### src/hw/rtl/srs_pkg.sv
package srs_pkg;

  // default channel count
  localparam int unsigned NUM_CHANNELS_DEF = 2;

  // register reset values
  localparam logic [15:0] CONF_DIST_RST = 16'd20480;
  localparam logic [7:0]  INV_LIMIT_RST = 8'd5;
  localparam logic [15:0] SMOOTH_W_RST  = 16'd9830;

  // fixed-point constants: Q1.15 one, outlier weight 0.02, jump of 0.5 m in Q4.12
  localparam logic [15:0] ONE_Q15      = 16'd32768;
  localparam logic [15:0] OUTLIER_W    = 16'd655;
  localparam logic [15:0] OUTLIER_JUMP = 16'd2048;

  localparam int unsigned CFG_IDX_W = 2;

  // register indexes
  typedef enum logic [CFG_IDX_W-1:0] {
    REG_CONF_DIST = 2'd0,
    REG_INV_LIMIT = 2'd1,
    REG_SMOOTH_W  = 2'd2
  } srs_reg_e;

  typedef struct packed {
    logic [15:0] conf_dist;
    logic [7:0]  inv_limit;
    logic [15:0] smooth_w;
  } srs_cfg_t;

  // per-channel state word held in memory
  typedef struct packed {
    logic [15:0] last_raw;
    logic [15:0] smoothed;
    logic        output_ok;
    logic [7:0]  bad_run;
  } srs_state_t;

  localparam srs_state_t STATE_RST = '{
    last_raw:  CONF_DIST_RST,
    smoothed:  16'd0,
    output_ok: 1'b0,
    bad_run:   8'd0
  };

  typedef struct packed {
    logic        channel;
    logic        reading_valid;
    logic [15:0] raw_distance;
  } srs_item_t;

  typedef struct packed {
    logic        out_channel;
    logic [15:0] filtered_distance;
    logic        distance_valid;
    logic [7:0]  invalid_run;
  } srs_result_t;

endpackage

### src/hw/rtl/sonar_range_smoother_unit.sv
// each item passes through the update stage register and then the output register
// throughput: one item per cycle unless stalled, set by a single state read-modify-write
// a state update being written back is forwarded to the next item on the same channel
// reset: asynchronous, active low; registers take their reset values and every
// channel reads as its reset state until first written, with no clearing pass
module sonar_range_smoother_unit import srs_pkg::*; #(
  parameter int unsigned NumChannels = NUM_CHANNELS_DEF
) (
  input  logic                 clk_i,
  input  logic                 rst_ni,
  input  logic                 cfg_we_i,
  input  logic [CFG_IDX_W-1:0] cfg_idx_i,
  input  logic [15:0]          cfg_wdata_i,
  input  logic                 in_valid_i,
  output logic                 in_stall_o,
  input  logic                 channel_i,
  input  logic                 reading_valid_i,
  input  logic [15:0]          raw_distance_i,
  output logic                 out_valid_o,
  input  logic                 out_stall_i,
  output logic                 out_channel_o,
  output logic [15:0]          filtered_distance_o,
  output logic                 distance_valid_o,
  output logic [7:0]           invalid_run_o
);

  localparam int unsigned IdxW = (NumChannels > 1) ? $clog2(NumChannels) : 1;

  srs_cfg_t    cfg_q;
  logic        s1_valid_q;
  srs_item_t   s1_item_q;
  logic        fwd_q;
  srs_state_t  fwd_state_q;
  logic        out_valid_q;
  srs_result_t out_result_q;

  logic        out_load;
  logic        s1_adv;
  logic        in_xfer;
  logic [IdxW-1:0] rd_idx;
  logic [IdxW-1:0] wr_idx;
  srs_state_t  mem_rdata;
  srs_state_t  cur_state;
  logic        upd_we;
  srs_state_t  upd_state;
  srs_result_t upd_result;

  // configuration registers
  always_ff @(posedge clk_i or negedge rst_ni) begin
    if (!rst_ni) begin
      cfg_q.conf_dist <= CONF_DIST_RST;
      cfg_q.inv_limit <= INV_LIMIT_RST;
      cfg_q.smooth_w  <= SMOOTH_W_RST;
    end else if (cfg_we_i) begin
      case (srs_reg_e'(cfg_idx_i))
        REG_CONF_DIST: cfg_q.conf_dist <= cfg_wdata_i;
        REG_INV_LIMIT: cfg_q.inv_limit <= cfg_wdata_i[7:0];
        REG_SMOOTH_W:  cfg_q.smooth_w  <= cfg_wdata_i;
        default: begin
        end
      endcase
    end
  end

  // handshake and pipeline advance
  assign out_load   = !out_valid_q || !out_stall_i;
  assign s1_adv     = s1_valid_q && out_load;
  assign in_stall_o = s1_valid_q && !out_load;
  assign in_xfer    = in_valid_i && !in_stall_o;

  // memory addresses, out-of-range channels steered to entry zero
  assign rd_idx = (32'(channel_i) < 32'(NumChannels)) ? IdxW'(channel_i) : '0;
  assign wr_idx = (32'(s1_item_q.channel) < 32'(NumChannels)) ?
                  IdxW'(s1_item_q.channel) : '0;

  srs_state_mem #(
    .Depth (NumChannels),
    .IdxW  (IdxW)
  ) u_state_mem (
    .clk_i   (clk_i),
    .rst_ni  (rst_ni),
    .we_i    (s1_adv && upd_we),
    .waddr_i (wr_idx),
    .wdata_i (upd_state),
    .re_i    (in_xfer),
    .raddr_i (rd_idx),
    .rdata_o (mem_rdata)
  );

  // forwarded state wins over the stale memory read
  assign cur_state = fwd_q ? fwd_state_q : mem_rdata;

  srs_update #(
    .NumChannels (NumChannels)
  ) u_update (
    .item_i   (s1_item_q),
    .state_i  (cur_state),
    .cfg_i    (cfg_q),
    .we_o     (upd_we),
    .state_o  (upd_state),
    .result_o (upd_result)
  );

  // update stage control and forwarding flag
  always_ff @(posedge clk_i or negedge rst_ni) begin
    if (!rst_ni) begin
      s1_valid_q <= 1'b0;
      fwd_q      <= 1'b0;
    end else begin
      if (in_xfer) begin
        s1_valid_q <= 1'b1;
        fwd_q      <= s1_adv && upd_we && (s1_item_q.channel == channel_i);
      end else if (s1_adv) begin
        s1_valid_q <= 1'b0;
      end
    end
  end

  // update stage payload
  always_ff @(posedge clk_i) begin
    if (in_xfer) begin
      s1_item_q.channel       <= channel_i;
      s1_item_q.reading_valid <= reading_valid_i;
      s1_item_q.raw_distance  <= raw_distance_i;
      fwd_state_q             <= upd_state;
    end
  end

  // output register
  always_ff @(posedge clk_i or negedge rst_ni) begin
    if (!rst_ni) begin
      out_valid_q <= 1'b0;
    end else if (out_load) begin
      out_valid_q <= s1_valid_q;
    end
  end

  always_ff @(posedge clk_i) begin
    if (s1_adv) begin
      out_result_q <= upd_result;
    end
  end

  assign out_valid_o         = out_valid_q;
  assign out_channel_o       = out_result_q.out_channel;
  assign filtered_distance_o = out_result_q.filtered_distance;
  assign distance_valid_o    = out_result_q.distance_valid;
  assign invalid_run_o       = out_result_q.invalid_run;

endmodule

### src/hw/rtl/srs_state_mem.sv
module srs_state_mem import srs_pkg::*; #(
  parameter int unsigned Depth = NUM_CHANNELS_DEF,
  parameter int unsigned IdxW  = 1
) (
  input  logic            clk_i,
  input  logic            rst_ni,
  input  logic            we_i,
  input  logic [IdxW-1:0] waddr_i,
  input  srs_state_t      wdata_i,
  input  logic            re_i,
  input  logic [IdxW-1:0] raddr_i,
  output srs_state_t      rdata_o
);

  srs_state_t             mem_q [Depth];
  srs_state_t             rdata_q;
  logic [Depth-1:0]       written_q;
  logic                   rd_written_q;

  // storage write and registered read
  always_ff @(posedge clk_i) begin
    if (we_i) begin
      mem_q[waddr_i] <= wdata_i;
    end
    if (re_i) begin
      rdata_q <= mem_q[raddr_i];
    end
  end

  // per-entry written flags, cleared by reset
  always_ff @(posedge clk_i or negedge rst_ni) begin
    if (!rst_ni) begin
      written_q    <= '0;
      rd_written_q <= 1'b0;
    end else begin
      if (we_i) begin
        written_q[waddr_i] <= 1'b1;
      end
      if (re_i) begin
        rd_written_q <= written_q[raddr_i];
      end
    end
  end

  // entries never written read as the reset state
  assign rdata_o = rd_written_q ? rdata_q : STATE_RST;

endmodule

### src/hw/rtl/srs_update.sv
module srs_update import srs_pkg::*; #(
  parameter int unsigned NumChannels = NUM_CHANNELS_DEF
) (
  input  srs_item_t   item_i,
  input  srs_state_t  state_i,
  input  srs_cfg_t    cfg_i,
  output logic        we_o,
  output srs_state_t  state_o,
  output srs_result_t result_o
);

  logic               in_range;
  logic [15:0]        w_cfg;
  logic [15:0]        w_sel;
  logic [15:0]        diff;
  logic signed [16:0] delta;
  logic signed [33:0] prod;
  logic signed [33:0] acc;
  logic [15:0]        blend_val;
  logic [15:0]        clipped;
  logic [7:0]         bad_inc;

  assign in_range = (32'(item_i.channel) < 32'(NumChannels));

  // weight selection: saturated config weight, outlier weight or one on restart
  always_comb begin
    w_cfg = (cfg_i.smooth_w > ONE_Q15) ? ONE_Q15 : cfg_i.smooth_w;
    diff  = (item_i.raw_distance > state_i.smoothed) ?
            (item_i.raw_distance - state_i.smoothed) :
            (state_i.smoothed - item_i.raw_distance);
    if (!state_i.output_ok) begin
      w_sel = ONE_Q15;
    end else if (diff > OUTLIER_JUMP) begin
      w_sel = OUTLIER_W;
    end else begin
      w_sel = w_cfg;
    end
  end

  // blend as prev + w * (raw - prev), one multiplier, then clip
  always_comb begin
    delta     = $signed({1'b0, item_i.raw_distance}) - $signed({1'b0, state_i.smoothed});
    prod      = $signed({18'd0, w_sel}) * 34'(delta);
    acc       = $signed({3'd0, state_i.smoothed, 15'd0}) + prod;
    blend_val = acc[30:15];
    clipped   = (blend_val >= cfg_i.conf_dist) ? cfg_i.conf_dist : blend_val;
    bad_inc   = (state_i.bad_run == 8'hFF) ? state_i.bad_run : state_i.bad_run + 8'd1;
  end

  // next channel state
  always_comb begin
    state_o = state_i;
    we_o    = in_range;
    if (item_i.reading_valid) begin
      state_o.bad_run = 8'd0;
      if (state_i.last_raw != item_i.raw_distance) begin
        state_o.smoothed  = clipped;
        state_o.output_ok = 1'b1;
        state_o.last_raw  = item_i.raw_distance;
      end
    end else begin
      state_o.bad_run = bad_inc;
      if (bad_inc > cfg_i.inv_limit) begin
        state_o.output_ok = 1'b0;
      end
    end
  end

  // result, its payload zeroed for a channel beyond the range
  always_comb begin
    result_o.out_channel = item_i.channel;
    if (in_range) begin
      result_o.filtered_distance = state_o.smoothed;
      result_o.distance_valid    = state_o.output_ok;
      result_o.invalid_run       = state_o.bad_run;
    end else begin
      result_o.filtered_distance = 16'd0;
      result_o.distance_valid    = 1'b0;
      result_o.invalid_run       = 8'd0;
    end
  end

endmodule

### config.mk
export PLATFORM = sky130hd
export DESIGN_NAME = sonar_range_smoother_unit
export DESIGN_NICKNAME = d
export VERILOG_FILES = /design/src/hw/rtl/srs_pkg.sv /design/src/hw/rtl/sonar_range_smoother_unit.sv /design/src/hw/rtl/srs_state_mem.sv /design/src/hw/rtl/srs_update.sv
export SDC_FILE = /design/constraint.sdc
export NUM_CORES = 1
export LEC_CHECK = 0
export CAP_MARGIN = 0
export CORE_ASPECT_RATIO = 0.6
export CORE_MARGIN = 8
export CORE_UTILIZATION = 40
export DETAILED_ROUTE_END_ITERATION = 7
export DONT_BUFFER_PORTS = 1
export HOLD_SLACK_MARGIN = 0.15
export PLACE_DENSITY = 0.59
export SLEW_MARGIN = 10
export SYNTH_ARGS = -nofsm -noshare
export SYNTH_HDL_FRONTEND = slang
export SYNTH_HIERARCHICAL = 1
export SYNTH_SLANG_ARGS = --single-unit
### constraint.sdc
create_clock -name clk_i -period 13.33 [get_ports clk_i]
set_input_delay 0.6665 -clock clk_i [delete_from_list [all_inputs] [get_ports clk_i]]
set_output_delay 0.6665 -clock clk_i [all_outputs]
set_load 0.05 [all_outputs]
**Word level (Yosys, flattened, before mapping)**

Memories as Yosys holds them, arrays and structs flattened. A register that Yosys moved wholly into a read port is not among the register bits.
Cells that the tools add are included.

- Flip-flop bits (word level): 131
- Bits in writable memories: 82
- Input bits: 41
- Output and inout port bits: 28
- Logic and storage cells: 75
- Memories kept: 1

- Add/sub/neg operators: 5
- $mul: 1
- Order comparisons: 8
- Equal/unequal tests: 5
- Muxes and demuxes: 20
- Bitwise operators: 1
- Reduce and logical (&&, ||, !) cells: 15

Memories:

| memory | depth | width | read ports | clocked after memory_dff | write ports | RTL line | source |
|---|---|---|---|---|---|---|---|
| u_state_mem.mem_q | 2 | 41 | 1 | 1 | 1 | srs_state_mem.sv:15 | `srs_state_t mem_q [Depth];` |

Operators by type and width:

| cell | number |
|---|---|
| 2-to-1 mux 41 bit | 2 |
| 2-to-1 mux 16 bit | 5 |
| 2-to-1 mux 33 bit | 1 |
| 2-to-1 mux 32 bit | 1 |
| subtractor 16 bit | 2 |
| adder 31 bit | 1 |
| multiplier 17 x 17 -> 31 bit | 1 |
| subtractor 16 x 16 -> 17 bit | 1 |
| greater-or-equal comparator 16 bit | 1 |
| greater-than comparator 16 x 12 -> 1 bit (second input constant) | 1 |
| greater-than comparator 16 bit | 1 |
| greater-than comparator 16 bit (second input constant) | 1 |
| != test 16 bit | 1 |
| 2-to-1 mux 9 bit | 1 |
| adder 8 x 1 -> 8 bit (second input constant) | 1 |
| equality test 8 bit (second input constant) | 1 |
| greater-than comparator 8 bit | 1 |
| 2-to-1 mux 1 bit | 8 |
| 2-to-1 mux 8 bit | 1 |
| AND reduction 2 bit | 3 |
| logical AND 1 bit | 5 |
| logical NOT 1 bit | 4 |
| < comparator 1 x 2 -> 1 bit (second input constant) | 2 |
| equality test 2 x 1 -> 1 bit (second input constant) | 1 |
| 8 further kinds | 8 |

**Depth between registers and ports, before layout**

Gate-level depths: netlist of run 1.

- Depth after elaboration: 13
- Gate-level depth with buffers: 56
- Gate-level depth less buffers: 51

**Modules after synthesis**

Netlist of run 1, hierarchy kept.

By module, submodules not included:

| module | times used | cells an instance | area each (um2) |
|---|---|---|---|
| srs_update | 1 | 1669 | 13016.2 |
| sonar_range_smoother_unit | 1 | 230 | 4702.0 |
| srs_state_mem | 1 | 224 | 4613.2 |

**Worst setup path after synthesis of run 1**

OpenSTA, ideal clock, no wires.

- Path kind: register to register
- Start point: register fwd_q
- End point: register fwd_state_q[24] (netlist bit), data pin
- Setup time: 0.253 ns
- Arrival time: 11.343 ns
- Data required time: 13.077 ns
- Setup slack: 1.734 ns
- Cell stages (with the launch flop): 54
- Buffers on the path: 6
- Clock period less this slack: 11.596 ns
- Cells stage by stage: dfrtp_1 clkbuf_1 buf_2 mux2_2 ha_1 fa_1 nand2b_1 a211oi_1 o21ai_0 a211oi_1 nor2_1 a41o_1 and4_1 nor2_1 nor2b_1 clkbuf_1 buf_2 nand2_1 (+18 left out) a31o_2 a21o_1 a21oi_1 xor2_1 ha_1 nand2b_1 a21o_1 a21oi_1 nor2b_1 o21ai_0 a21oi_1 o21ai_0 o2111ai_1 nand2_1 buf_1 o22ai_1 or3_1 buf_4

RTL lines:

| element | RTL line | source |
|---|---|---|
| from (decl) | sonar_range_smoother_unit.sv:32 | `logic fwd_q;` |
| from (signal assigned) | sonar_range_smoother_unit.sv:112 | `fwd_q <= s1_adv && upd_we && (s1_item_q.channel == channel_i);` |
| to (signal assigned) | sonar_range_smoother_unit.sv:125 | `fwd_state_q <= upd_state;` |
| to (decl) | sonar_range_smoother_unit.sv:33 | `srs_state_t fwd_state_q;` |

==> flow_summary.json, run 1 <==
{
  "wirelength_mm": 67.7,
  "crit_top_cell": "fa_1",
  "crit_fanout": 13,
  "synth_area_leader_cell": "edfxtp_1",
  "skew_ns": 0.0142,
  "row_count": 67,
  "dr.pass1.iters": 6,
  "nNetsFinal": 2547,
  "routedWlPerCell_um": 23.5,
  "routabilityCongestion": 1.01,
  "synth_cell_types": 83,
  "fin_crit_ns": 12.85,
  "timing.fmax_ghz": 0.0778,
  "antenna_found_initial": 2,
  "core-area_um2": 55500,
  "synth_seq_cells": 254,
  "grt_pass1_wl_mm": 102,
  "portBuffers": 0,
  "setup_violations": 0,
  "worstHoldPathType": "primary input to flop",
  "grt_usage_pct": 21.2,
  "via_per_inst": 5.34,
  "syn_area_per_cell_um2": 10.5,
  "root_buffer": "clkbuf_16",
  "synth_top_family_by_area": "adder cells",
  "fin_tns_setup_ns": 0,
  "path_clk_slew_ns": 0.07,
  "ctsHtreeMaxLevel": 1,
  "clock_latency_ns": 0.53,
  "num_vias": 15400,
  "io_pins": 69,
  "dpl.hpwl_mm": 55.7,
  "grt_pass1_vias": 15400,
  "rr_endpoint": "fwd_state_q[9]",
  "hold_end": "s1_item_q[16]",
  "drive_gt1_share_pct": 12.8,
  "syn_area_um2": 22300,
  "maxCapViolCount": 0,
  "synth_area_leaders": "edfxtp_1 28%, fa_1 20%, ha_1 9.6%, mux2_2 6.1%, inv_1 6.1%",
  "synth_commonest_cells": "362 x inv_1, 225 x fa_1, 208 x edfxtp_1, 191 x nand2_1, 183 x nor2_1",
  "synth_nets": 2560,
  "clk_path_buf_depth": 3,
  "cts_buffers": 22,
  "grt-ovfl-total": 0,
  "grt_max_degree": 69,
  "die_w_um": 321,
  "hold_depth": 0,
  "yosysMostFrequentCell": "inv_1",
  "slowest_delay_ns": 0.66,
  "cp-end-kind": "flop",
  "synth_edf_count": 208,
  "critPathBufInv": 6,
  "dieArea_um2": 63900,
  "synthFlopType": "edfxtp_1",
  "drc": 0,
  "synth_mux_area_share_pct": 6.62,
  "rsz0062_at_grt": "false",
  "worstMarginPinSlew_ns": 1.22,
  "criticalPathCategory": "flop to flop",
  "min_from": "reading_valid_i",
  "cts_tree": "yes",
  "cts_sinks": 254,
  "yosys_warnings": 6,
  "slew_headroom_pct": 17.8,
  "ys_seq_area_share_pct": 33.2,
  "drtAntennaViolNets": 0,
  "cp.required_ns": 13.53,
  "path_delay_family": "adder cells",
  "place_area_um2": 23200,
  "r2r-start": "fwd_q",
  "synth_adder_area_share_pct": 29.8,
  "finalHoldViolations": 0,
  "start_util_pct": 40.2,
  "fin_util_pct": 43.2,
  "antennaDiodeCount": 0,
  "status": "finished clean",
  "ff2ff_setup_slack_ns": 0.48,
  "slew_viol_final": 0,
  "synth_compound_gate_area_share_pct": 7.17,
  "post-route-period-util_pct": 96.4,
  "synthesis.instances": 2123,
  "fin_area_um2": 24000,
  "yosysTopAreaCellShare_pct": 28.0,
  "synth-simple-area-share_pct": 11.8,
  "area_growth_pct": 7.36,
  "synthArstFlopShare_pct": 18.1,
  "reg2reg_depth": 40,
  "dieHeight_um": 199,
  "synth-xor-area-share_pct": 2.77,
  "crit_path_top_delay_cell": "fa_1",
  "start_kind": "flop",
  "drt_iter0_markers": 1566,
  "worstPathArrival_ns": 13.05
}
-- repair_timing --
item                                   in CTS  in global routing
hold buffers                                2                  0
setup endpoints to repair                   0                 64
resized for setup                           0                 11
buffers inserted                            0                  1
endpoints found under the hold margin      46                  0
-- placed cells by master (no fill, tap or decap), drive strengths merged, types with 20 or more instances in the layout --
cell      n
fa      225
a21o     28
edfxtp  208
nand2   191
nand2b   20
inv     364
clkbuf   25
buf      67
nor2b    24
ha      171
xor2     30
nand3    29
xnor2    39
a21oi    61
o21ai    51
dfrtp    35
mux2    125
and2     58
nor2    183
-- metal layers --
metal  vias to the layer above  wire length [um]  GRT usage (%)
li1                       6901                 -              -
met2                       683             24400           26.6
met1                      7758             33400           33.5
met3                        59              9190           9.33
met5                         -                36              0
met4                         6               624           1.71
-- cell type report --
| class | instances | area [um^2] |
|---|---|---|
| well taps | 759 | 950 |
| clock inverters | 14 | 103 |
| flip-flops and latches | 254 | 7410 |
| fillers | 5395 | 31500 |
| multi-input cells | 1401 | 13000 |
| inverters | 363 | 1370 |
| clock buffers | 25 | 572 |
| repair buffers | 68 | 537 |
-- metrics by stage --
stage,instances,hold slack (ns),worst slack (ns)
floorplan,2123,0.371,1.73
global placement,2842,0.373,0.306
detailed placement,2842,0.373,0.248
CTS,2883,0.218,0.161
global route,2884,0.211,0.0414
finish,2884,0.242,0.481
-- cells by family (layout without fill, tap and decap cells) --
| logic type | count (synthesis) | after routing |
|---|---|---|
| and+or+nand+nor | 571 | 571 |
| xor gates and xnor gates | 69 | 69 |
| muxes | 131 | 131 |
| AOI/OAI and AO/OA | 233 | 233 |
| other | 1 | 1 |
| buffers and inverters | 468 | 470 |
| adders and majority gates | 396 | 396 |
| DFF | 254 | 254 |
-- state kept, by name, indices dropped and copies added, names as in the netlist --
register,flops
fwd_q,1
u_state_mem/rdata_q,41
wr_idx,1
invalid_run_o,8
s1_valid_q,1
u_state_mem/written_q,2
u_state_mem/rd_written_q,1
distance_valid_o,1
out_valid_o,1
cfg_q,40
out_channel_o,1
s1_item_q,17
fwd_state_q,41
u_state_mem/mem_q,82
filtered_distance_o,16
-- worst max path at each step --
stage                     cells after the start   from  slack (ns)                       to
after floorplan                              53  fwd_q        1.73          fwd_state_q[24]
after global placement                       43  fwd_q        0.31   filtered_distance_o[0]
after detailed placement                     50  fwd_q        0.25  filtered_distance_o[12]
after CTS                                    50  fwd_q        0.16  filtered_distance_o[12]
after global routing                         51  fwd_q        0.04  u_state_mem/mem_q[1][9]
final                                        40  fwd_q        0.48           fwd_state_q[9]
Power of run 1 is left out: the tool's default activity adds up to more than one toggle a clock period on the data nets, which glitch-free logic cannot reach.
==> run 2, diff against run 1 <==
--- a/config.mk
+++ b/config.mk
@@ -5,6 +5,7 @@
 export SDC_FILE = /design/constraint.sdc
 export NUM_CORES = 1
 export LEC_CHECK = 0
+export ABC_AREA = 1
 export CAP_MARGIN = 0
 export CORE_ASPECT_RATIO = 0.6
 export CORE_MARGIN = 8
@@ -13,6 +14,7 @@
 export DONT_BUFFER_PORTS = 1
 export HOLD_SLACK_MARGIN = 0.15
 export PLACE_DENSITY = 0.59
+export SETUP_SLACK_MARGIN = 0.02
 export SLEW_MARGIN = 10
 export SYNTH_ARGS = -nofsm -noshare
 export SYNTH_HDL_FRONTEND = slang
==> constraint.sdc (replaced) <==
create_clock -name clk_i -period 13.33 [get_ports clk_i]
set_input_delay 0.6665 -clock clk_i [delete_from_list [all_inputs] [get_ports clk_i]]
set_output_delay 0.6665 -clock clk_i [all_outputs]
set_load 0.01 [all_outputs]
==> flow_summary.json, run 2 <==
{
  "placed_cells": 3348,
  "num_vias": 17300,
  "yosys_warnings": 6,
  "ctsHtreeMaxLevel": 1,
  "synth_nets": 3080,
  "cp.required_ns": 13.49,
  "root_buffer": "clkbuf_16",
  "maxCapViolCount": 0,
  "io_pins": 69,
  "largest_reg_flops": 82,
  "grt_max_degree": 58,
  "core-area_um2": 57600,
  "synthesis.instances": 2643,
  "critPathBufInv": 10,
  "cp-end-kind": "flop",
  "min_from": "raw_distance_i[11]",
  "ff2ff_setup_slack_ns": 0.58,
  "routabilityCongestion": 1.03,
  "die_w_um": 328,
  "cts_buffers": 22,
  "max_flop_register": "u_state_mem/mem_q",
  "grt_usage_pct": 22.1,
  "rr_endpoint": "filtered_distance_o[11]",
  "via_per_inst": 5.10,
  "start_kind": "flop",
  "start_util_pct": 40.5,
  "drc": 0,
  "clk_path_buf_depth": 3,
  "hold_depth": 0,
  "rsz0062_at_grt": "false",
  "synth_area_leader_cell": "edfxtp_1",
  "path_delay_family": "adder cells",
  "reg_top3": "u_state_mem/mem_q (82), fwd_state_q (41), u_state_mem/rdata_q (41)",
  "synth_area_leaders": "edfxtp_1 27%, fa_1 19%, nand2_1 11%, ha_1 9.2%, inv_1 9.0%",
  "dieArea_um2": 66600,
  "post-route-period-util_pct": 95.7,
  "r2r-start": "u_state_mem/rd_written_q",
  "timing.fmax_ghz": 0.0784,
  "clock_latency_ns": 0.55,
  "finalHoldViolations": 0,
  "ys_seq_area_share_pct": 31.8,
  "yosysMostFrequentCell": "nand2_1",
  "cts_sinks": 254,
  "slowest_delay_ns": 0.66,
  "wirelength_mm": 73.3,
  "crit_path_top_delay_cell": "dfrtp_1",
  "antenna_found_initial": 2,
  "dpl.hpwl_mm": 60.1,
  "dr.pass1.iters": 6,
  "hold_end": "s1_item_q[11]",
  "final_cells": 3399,
  "skew_ns": 0.0315,
  "syn_area_um2": 23300,
  "mostFrequentLayoutCells": "666 x nand2_1, 558 x inv_1, 225 x fa_1, 217 x nor2_1, 208 x edfxtp_1",
  "worstPathArrival_ns": 12.91,
  "fin_tns_setup_ns": 0,
  "path_clk_slew_ns": 0.07,
  "crit_top_cell": "inv_1",
  "seq_area_um2": 7410,
  "multi_input_area_um2": 13100,
  "row_count": 68,
  "routedWlPerCell_um": 21.6,
  "reg2reg_depth": 50,
  "drive_gt1_share_pct": 8.07,
  "cts_tree": "yes",
  "synth_commonest_cells": "666 x nand2_1, 560 x inv_1, 225 x fa_1, 219 x nor2_1, 208 x edfxtp_1",
  "worstMarginPinSlew_ns": 1.16,
  "synth_edf_count": 208,
  "layout_setup_ws_ns": 0.580,
  "fin_crit_ns": 12.75,
  "portBuffers": 0,
  "place_ws_ns": 0.246,
  "fillerInstances": 5638,
  "grt_pass1_wl_mm": 111,
  "area_growth_pct": 6.05,
  "grt_pass1_vias": 17400,
  "cp_num_cells": 50,
  "nNetsFinal": 3049,
  "slew_viol_final": 0,
  "worstHoldPathType": "primary input to flop",
  "synthFlopType": "edfxtp_1",
  "hold_ws_ns": 0.223,
  "criticalPathCategory": "flop to flop",
  "dieHeight_um": 203,
  "slew_headroom_pct": 22.1,
  "drt_iter0_markers": 1865,
  "layout_commonest_cell": "nand2_1",
  "setup_violations": 0,
  "yosysTopAreaCellShare_pct": 26.8,
  "synthArstFlopShare_pct": 18.1,
  "syn_area_per_cell_um2": 8.83,
  "synth_cell_types": 57,
  "synth_seq_cells": 254,
  "grt-ovfl-total": 0,
  "status": "finished clean",
  "drtAntennaViolNets": 0,
  "crit_fanout": 25
}
==> run 2: cells by family (layout without fill, tap and decap cells) <==
group | Yosys count | after routing | synth area share, %
muxes | 41 | 41 | 2.61
and+or+nand+nor | 1038 | 1038 | 18.4
adders and majority gates | 396 | 396 | 28.5
AOI/OAI and AO/OA | 209 | 209 | 5.22
other | 1 | 2 | 0.0161
buffers and inverters | 670 | 655 | 12.1
xor gates and xnor gates | 34 | 34 | 1.45
DFF | 254 | 254 | 31.8
==> run 2: per-stage QoR <==
step	instance area, um^2	util [%]
after floorplan	23300	-
after global placement	23900	41.4
after detailed placement	23900	41.4
after CTS	24600	42.8
after global routing	24700	43.0
final	24700	43.0
==> run 2: per-layer routing <==
metal | vias to the layer above | global-route usage (%) | part of all wire [%]
li1 | 8044 | - | -
met1 | 8445 | 35.5 | 50
met2 | 770 | 27.5 | 36
met3 | 59 | 8.89 | 13
met4 | 2 | 2.35 | 0.88
met5 | - | 0.974 | 0.12
==> run 2: how the worst max path moves through the flow <==
stage / startpoint / to / slack [ns]
final: u_state_mem/rd_written_q / filtered_distance_o[11] / 0.58
after global routing: u_state_mem/rd_written_q / filtered_distance_o[11] / 0.05
after CTS: u_state_mem/rd_written_q / filtered_distance_o[11] / 0.19
after detailed placement: u_state_mem/rd_written_q / u_state_mem/mem_q[0][20] / 0.25
after global placement: u_state_mem/rd_written_q / u_state_mem/mem_q[1][20] / 0.05
after floorplan: u_state_mem/rd_written_q / fwd_state_q[14] / 3.68
==> run 2: area by class of cell <==
class                   count  area share [%]
multi-input cells        1719            53.1
flip-flops and latches    254            30.0
inverters                 583            8.93
well taps                 770            3.89
clock buffers              23            2.24
repair buffers             32            1.06
clock inverters            17           0.794
diodes                      1          0.0101
==> run 2: timing repair <==
item | 4_1_cts | 5_1_grt
buffers inserted | 0 | 8
endpoints found under the setup margin | 0 | 64
hold buffers | 2 | 0
endpoints found under the hold margin | 46 | 0
resized for setup | 0 | 10
Power of run 2 is left out for the same reason.
==> run 3, diff against run 2 <==
==> constraint.sdc (replaced) <==
create_clock -name clk_i -period 13.1 [get_ports clk_i]
set_input_delay 0.655 -clock clk_i [delete_from_list [all_inputs] [get_ports clk_i]]
set_output_delay 0.655 -clock clk_i [all_outputs]
set_load 0.01 [all_outputs]
==> flow_summary.json, run 3 (synthesis gave the netlist of run 2 again) <==
{
  "status": "finished clean",
  "path_clk_slew_ns": 0.09,
  "row_count": 68,
  "setup_violations": 0,
  "ctsHtreeMaxLevel": 1,
  "drc": 0,
  "drt_iter0_markers": 2099,
  "grt_pass1_vias": 17200,
  "area_growth_pct": 5.56,
  "routabilityCongestion": 1.02,
  "die_w_um": 328,
  "timing.fmax_ghz": 0.0793,
  "wirelength_mm": 71.2,
  "portBuffers": 0,
  "cp.required_ns": 13.31,
  "grt_pass1_wl_mm": 109,
  "start_kind": "flop",
  "ff2ff_setup_slack_ns": 0.48,
  "drtAntennaViolNets": 0,
  "start_util_pct": 40.5,
  "antenna_found_initial": 0,
  "worstHoldPathType": "primary input to flop",
  "crit_fanout": 20,
  "maxCapViolCount": 0,
  "slew_headroom_pct": 15.3,
  "worstMarginPinSlew_ns": 1.26,
  "grt_usage_pct": 21.4,
  "routedWlPerCell_um": 21.0,
  "cts_tree": "yes",
  "finalHoldViolations": 0,
  "mostFrequentLayoutCells": "666 x nand2_1, 558 x inv_1, 225 x fa_1, 218 x nor2_1, 208 x edfxtp_1",
  "num_vias": 17400,
  "via_per_inst": 5.12,
  "slew_viol_final": 0,
  "postCtsSetupRepairBufs": 0,
  "dr.pass1.iters": 5,
  "max_flop_register": "u_state_mem/mem_q",
  "largest_reg_flops": 82,
  "cts_buffers": 22,
  "criticalPathCategory": "flop to flop",
  "core-area_um2": 57600,
  "skew_ns": 0.0219,
  "clk_path_buf_depth": 3,
  "layout_commonest_cell": "nand2_1",
  "dpl.hpwl_mm": 58.1,
  "dieArea_um2": 66600,
  "drive_gt1_share_pct": 7.45,
  "fin_tns_setup_ns": 0,
  "clock_latency_ns": 0.54,
  "crit_path_top_delay_cell": "dfrtp_2",
  "dieHeight_um": 203,
  "slowest_delay_ns": 0.72,
  "rsz0062_at_grt": "false",
  "root_buffer": "clkbuf_16",
  "post-route-period-util_pct": 96.3,
  "io_pins": 69,
  "grt_max_degree": 74,
  "fin_util_pct": 42.8,
  "reg_top3": "u_state_mem/mem_q (82), fwd_state_q (41), u_state_mem/rdata_q (41)",
  "worstPathArrival_ns": 12.83,
  "grt-ovfl-total": 0,
  "fin_crit_ns": 12.62,
  "fillerInstances": 5643,
  "cts_sinks": 254,
  "cp-end-kind": "flop",
  "nNetsFinal": 3041
}
==> run 3: cell count changes in the layout (fill, tap and decap cells not counted), moves of 2 or more <==
cell / delta
nor3_2: +2
clkinv_2: -3
clkbuf_2: +3
nor3_4: -2
clkbuf_1: +4
nand3_1: +2
nand3_2: -2
clkinvlp_2: -2
clkinvlp_4: -4
buf_4: -8
==> run 3: area by class of cell <==
class	instances	area, um^2	area share (%)
diodes	1	2.50	0.0102
clock buffers	31	598	2.43
clock inverters	8	134	0.544
inverters	583	2200	8.93
multi-input cells	1719	13100	53.3
flip-flops and latches	254	7410	30.1
well taps	770	963	3.91
repair buffers	24	203	0.823
==> run 3: metrics by stage <==
step | std cells | worst slack, ns | cell area [um^2] | hold WS, ns
finish | 3390 | 0.484 | 24600 | 0.202
global route | 3389 | 0.0410 | 24600 | 0.180
detailed placement | 3348 | 0.796 | 23900 | 0.362
CTS | 3389 | 0.743 | 24600 | 0.184
floorplan | 2643 | 3.45 | 23300 | 0.359
global placement | 3348 | 0.758 | 23900 | 0.362
==> run 3: path summary, 6_finish.rpt <==
check / startpoint / to / depth (start not counted)
hold reg to reg: u_state_mem/written_q[0] / u_state_mem/written_q[0] / 2
hold / removal: raw_distance_i[13] / s1_item_q[13] / 0
max in group asynchronous: rst_ni / cfg_q[1] / 2
setup reg to reg: fwd_q / filtered_distance_o[6] / 47
min in group asynchronous: rst_ni / cfg_q[25] / 2
setup / recovery: fwd_q / filtered_distance_o[6] / 47
==> run 3: routing by layer <==
layer	up-vias	share of wire, %	GRT usage (%)
met5	-	0	0
met4	0	0.69	1.52
met3	38	13	8.03
met2	749	36	26.7
met1	8541	51	35.1
li1	8028	-	-
==> run 3: critical path, delay by kind of cell, from the launching register on <==
kind	cells	cell delay (ns)
AND/OR/NAND/NOR	14	2.50
adder cells (fa/ha/maj)	9	4.25
AO/OA/AOI/OAI	13	2.14
multiplexers	1	0.39
buffers and inverters	9	1.85
XOR/XNOR	1	0.39
flip-flops	1	0.72
==> run 3: repair_timing <==
| action | 4_1_cts | 5_1_grt |
|---|---|---|
| setup endpoints to repair | 0 | 8 |
| gates resized for setup | 0 | 2 |
| hold buffers | 2 | 0 |
| endpoints found under the hold margin | 46 | 0 |
Power of run 3 is left out for the same reason.
